[config.mk]
export PLATFORM = sky130hd
export DESIGN_NAME = fre_ctrl
export DESIGN_NICKNAME = d
export VERILOG_FILES = /design/src/rtl/fre_pkg.sv /design/src/rtl/fre_ctrl.sv
export SDC_FILE = /design/constraint.sdc
export NUM_CORES = 1
export LEC_CHECK = 0
export ABC_CLOCK_PERIOD_IN_PS = 3330
export BUFFER_PORTS_ARGS = -buffer_cell sky130_fd_sc_hd__clkbuf_2
export CAP_MARGIN = 20
export CORE_AREA = 2 2 39 41
export CTS_CLUSTER_SIZE = 20
export DETAILED_ROUTE_END_ITERATION = 8
export DIE_AREA = 0 0 41 43
export GPL_ROUTABILITY_DRIVEN = 0
export GPL_TIMING_DRIVEN = 0
export PLACE_DENSITY = 0.69
export SYNTH_ARGS = -nofsm -noshare
export SYNTH_HDL_FRONTEND = slang
export SYNTH_SLANG_ARGS = --single-unit
export TNS_END_PERCENT = 30
[constraint.sdc]
create_clock -name clk -period 3.33 [get_ports clk]
set_input_delay 0.333 -clock clk [delete_from_list [all_inputs] [get_ports clk]]
set_output_delay 0.333 -clock clk [all_outputs]
set_load 0.01 [all_outputs]
[src/rtl/fre_pkg.sv]
// Shared types, constants and helper functions for the fire row engine.
package fre_pkg;

	// Default sizes, handed down from the top level
	localparam int ROW_PIXELS_DEF   = 256;
	localparam int RANDOM_DEPTH_DEF = 256;
	localparam int ZONE_ROWS_DEF    = 128;

	// Fixed field widths
	localparam int OP_W    = 2;
	localparam int ADV_W   = 8;
	localparam int COL_W   = 5;
	localparam int ROFF_W  = 7;
	localparam int PLANE_W = 8;
	localparam int THR_W   = 9;
	localparam int RND_W   = 8;
	localparam int PIX_W   = 4;
	localparam int LCG_W   = 16;
	localparam int APB_AW  = 3;
	localparam int APB_DW  = 32;

	// Random table generator
	localparam logic [LCG_W-1:0] LCG_SEED = 16'h1234;
	localparam logic [RND_W-1:0] LCG_MUL  = 8'd251;
	localparam logic [RND_W-1:0] LCG_INC  = 8'd73;

	// Register map (word index taken from paddr[2])
	localparam logic REG_DECAY_THRESHOLD = 1'b0;
	localparam logic [THR_W-1:0] THR_RESET = 9'd64;

	// Item opcodes
	localparam logic [OP_W-1:0] OP_SEED = 2'd0;
	localparam logic [OP_W-1:0] OP_NEXT = 2'd1;
	localparam logic [OP_W-1:0] OP_ADV  = 2'd2;

	// Controller to datapath commands
	typedef struct packed {
		logic fill;        // write one random table entry
		logic start_seed;  // item accepted: seed bottom row
		logic start_next;  // item accepted: build next row
		logic start_adv;   // item accepted: advance random index
		logic issue;       // start one pixel down the pipeline
		logic seed;        // pixel pipeline runs in seed mode
		logic adv;         // one reduction step of the index sum
		logic flip;        // swap the row stores
		logic emit;        // send groups out
	} fre_cmd_t;

	// Datapath to controller status
	typedef struct packed {
		logic fill_last;   // last table entry is being written
		logic issue_last;  // last pixel of the row is being issued
		logic pipe_empty;  // no pixel in flight
		logic adv_done;    // index sum is reduced below the table depth
		logic emit_done;   // final group taken
	} fre_sts_t;

	// r mod 5 for a byte: quotient by reciprocal 205/1024, exact for 8 bits
	function automatic logic [2:0] mod5(input logic [RND_W-1:0] r);
		logic [15:0] prod;
		logic [7:0]  quo;
		logic [7:0]  rem;
		prod = 16'(r) * 16'd205;
		quo  = 8'(prod >> 10);
		rem  = r - 8'(quo * 8'd5);
		return rem[2:0];
	endfunction

endpackage

[src/rtl/fre_ctrl.sv]
// Controller state machine of the fire row engine.
module fre_ctrl (
	input  logic                    clk,
	input  logic                    arst_n,
	input  logic                    in_valid,
	input  logic [fre_pkg::OP_W-1:0] opcode,
	output logic                    in_stall,
	input  fre_pkg::fre_sts_t       sts,
	output fre_pkg::fre_cmd_t       cmd
);
	import fre_pkg::*;

	typedef enum logic [5:0] {
		ST_FILL  = 6'b000001,
		ST_IDLE  = 6'b000010,
		ST_COMP  = 6'b000100,
		ST_DRAIN = 6'b001000,
		ST_ADV   = 6'b010000,
		ST_EMIT  = 6'b100000
	} state_t;

	state_t state_q, state_d;
	logic   seed_q, seed_d;

	// state register
	always_ff @(posedge clk or negedge arst_n) begin
		if (!arst_n) begin
			state_q <= ST_FILL;
			seed_q  <= 1'b0;
		end else begin
			state_q <= state_d;
			seed_q  <= seed_d;
		end
	end

	assign in_stall = (state_q != ST_IDLE);

	// next state and commands
	always_comb begin
		state_d = state_q;
		seed_d  = seed_q;
		cmd     = '0;
		case (state_q)
			ST_FILL: begin
				cmd.fill = 1'b1;
				if (sts.fill_last) state_d = ST_IDLE;
			end
			ST_IDLE: begin
				if (in_valid) begin
					if (opcode == OP_SEED) begin
						cmd.start_seed = 1'b1;
						seed_d         = 1'b1;
						state_d        = ST_COMP;
					end else if (opcode == OP_NEXT) begin
						cmd.start_next = 1'b1;
						seed_d         = 1'b0;
						state_d        = ST_COMP;
					end else if (opcode == OP_ADV) begin
						cmd.start_adv = 1'b1;
						state_d       = ST_ADV;
					end
				end
			end
			ST_COMP: begin
				cmd.issue = 1'b1;
				cmd.seed  = seed_q;
				if (sts.issue_last) state_d = ST_DRAIN;
			end
			ST_DRAIN: begin
				if (sts.pipe_empty) begin
					cmd.flip = !seed_q;
					state_d  = ST_EMIT;
				end
			end
			ST_ADV: begin
				cmd.adv = 1'b1;
				if (sts.adv_done) state_d = ST_IDLE;
			end
			ST_EMIT: begin
				cmd.emit = 1'b1;
				if (sts.emit_done) state_d = ST_IDLE;
			end
			default: begin
				state_d = ST_IDLE;
			end
		endcase
	end

endmodule

==> flow_summary.toml <==
[route]
ant_nets = 0
routed_via_density = 5.15
routed-wl-met3_um = 48
via_count = 433
dr_wl_met2_um = 531
firstDrtPassIters = 4
routed.top_layer = "met4"
met1_length_um = 392
wl_per_cell_um = 11.9
initialDrtViolationCount = 4
drc = 0
routed_wl_um = 996

[critical_path]
crit_type = "flip-flop to output port"
crit_path_end_kind = "output port"
rr_endpoint = "seed_q"
reg2reg_depth = 3
required_ns = 3.00
path_max_fanout = 7
r2r_start = "state_q[3]"
crit_path_start = "state_q[5]"
cp.arrival_ns = 1.76
start_kind = "flip-flop"
r2r_slack_ns = 1.80

[logic_synthesis]
synth_seq_cells = 7
synthSimpleGateAreaFrac = 0.405
avgSynthCellArea_um2 = 10.6
synth_top_family_by_area = "simple AND/OR/NAND/NOR gates"
syn-cell-area_um2 = 467
synthAdderAreaFrac = 0
synth-compound-area-share = 0.161
syn_inst = 44
synthArstFlopShare = 1.00
synthMuxAreaShare = 0.0241
synth_xor_area_frac = 0
synth-seq-area-share = 0.378
synth_ff_type = "dfrtp_1"
yosysWarnings = 0
yosysTopAreaCell = "dfrtp_1"
synth_edf_count = 0
synth_fp_nets = 54
synth_top_area_frac = 0.322
ys_top_cells_by_area = "dfrtp_1 32%, dfstp_2 5.6%, or4_4 4.8%, or3b_2 3.8%, o32ai_2 3.5%"
yosysUniqueCellTypes = 30

[timing]
fin_crit_sh = 0.630
min_period_ns = 2.10
finalSetupViolCount = 0
slew_violations = 0
slew_headroom = 0.753
rsz0062_at_grt = "no"
setup_slack_ns = 1.23
setup-tns-final_ns = 0
hold_viol_final = 0
tightest_slew_ns = 0.367
fin_skew_ns = 0.000756
fmax_mhz = 477

[clocking]
cts_tree = "done"
clk_pin_slew_ns = 0.05
clkLatencyLatePin_ns = 0.25
cts_root_buf = "clkbuf_4"
cts.sinks = 7
cts_buffer_depth = 2
cts_made_buffers = 3
ctsHtreeMaxLevel = 1

[pwr]
peakVddDrop_mv = 0.199
power_density_mw_per_mm2 = 545
leakage_nw = 0.293

[finish]
area_growth_pct = 32.4
num-fill-cells = 138
mostFrequentLayoutCell = "clkbuf_2"
diodes = 0
final_cell_mix = "19 x clkbuf_2, 6 x dfrtp_1, 3 x nor2_1, 3 x clkbuf_4"
finalNetCount = 79
drive_above_1_share = 0.544

[die]
start_util = 0.337
die_w_um = 41
ios = 20
die_area_mm2 = 0.00176
row_count = 14
die_y_um = 43
core_mm2 = 0.00138

[placement]
portBuffers = 19
detailed_place_hpwl_um = 800
dp_slack_ns = 1.50

[hold_path]
min_from = "sts[4]"
hold_end = "state_q[0]"
worstHoldPathType = "input port to flip-flop"
hold-path-cell-count = 2

[global_routing]
antenna_found_initial = 0
grt_max_degree = 8
grt_overflow = 0
grt_pass1_vias = 398
grt_usage = 0.137
grt_pass1_wl_mm = 1.57

[run_status]
status = "complete, no violations"

[job]
cap_violations = 0
==> logic make-up after synthesis <==
group                  count (synthesis)
buffers and inverters                  4
flip-flops                             7
AO/OA/AOI/OAI                          8
multiplexers                           1
AND/OR/NAND/NOR                       24
==> layout make-up <==
cell class | count | area [µm²] | share of cell area
Sequential cell | 7 | 176 | 0.285
Multi-Input combinational cell | 33 | 275 | 0.445
Clock buffer | 4 | 26.3 | 0.0425
Timing Repair Buffer | 20 | 105 | 0.170
Inverter | 4 | 15.0 | 0.0243
Tap cell | 16 | 20.0 | 0.0324
==> synthesized netlist by cell type, types with 2 or more instances <==
cell type  count
a21oi_1        2
dfrtp_1        6
nor2b_1        2
or3b_2         2
or4_4          2
and2_1         2
inv_1          2
nor2_1         3
inv_2          2
==> metal layers <==
metal  GRT usage  up-vias
met5           0        -
met4       0.100        0
met3      0.0471        4
met2       0.209       11
met1       0.148      204
li1            -      214
==> per-stage QoR <==
step / hold slack, ns / utilization / cells / area, µm² / power, mW
CTS: 0.193 / 0.447 / 84 / 618 / 0.343
global route: 0.195 / 0.447 / 84 / 618 / 0.366
floorplan: 0.0374 / - / 44 / 467 / 0.219
finish: 0.199 / 0.447 / 84 / 618 / 0.337
detailed placement: 0.186 / 0.420 / 79 / 582 / 0.261
global placement: 0.182 / 0.420 / 79 / 582 / 0.258
==> repair_timing <==
item	4_1_cts	5_1_grt
setup buffers	0	0
resized for setup	0	0
hold buffers	1	0
endpoints found under the hold margin	6	0
==> worst max-delay path by stage <==
| stage | slack [ns] | cells after the start | endpoint |
|---|---|---|---|
| floorplan | 1.63 | 3 | cmd[1] |
| global placement | 1.52 | 4 | cmd[1] |
| detailed placement | 1.50 | 4 | cmd[1] |
| CTS | 1.22 | 4 | cmd[1] |
| global route | 1.15 | 4 | cmd[7] |
| finish | 1.23 | 4 | cmd[1] |
==> report_power, final <==
part | switching, mW | leakage [nW] | internal, mW
Clock | 0.0329 | 0.0150 | 0.0458
Sequential | 0.0193 | 0.0879 | 0.104
Combinational | 0.0674 | 0.190 | 0.0675
Total | 0.120 | 0.293 | 0.217
==> registers in the layout, summed over array words and instances (netlist names) <==
signal and count:
seed_q 1, state_q 6
==> worst max-delay path, stage by stage, from the launching register on <==
cell and delay (ns):
dfrtp_1 0.44, or4_4 0.52, or2_4 0.29, nor3_2 0.11
clkbuf_2 0.15
Power figures use the tool's default switching activity.
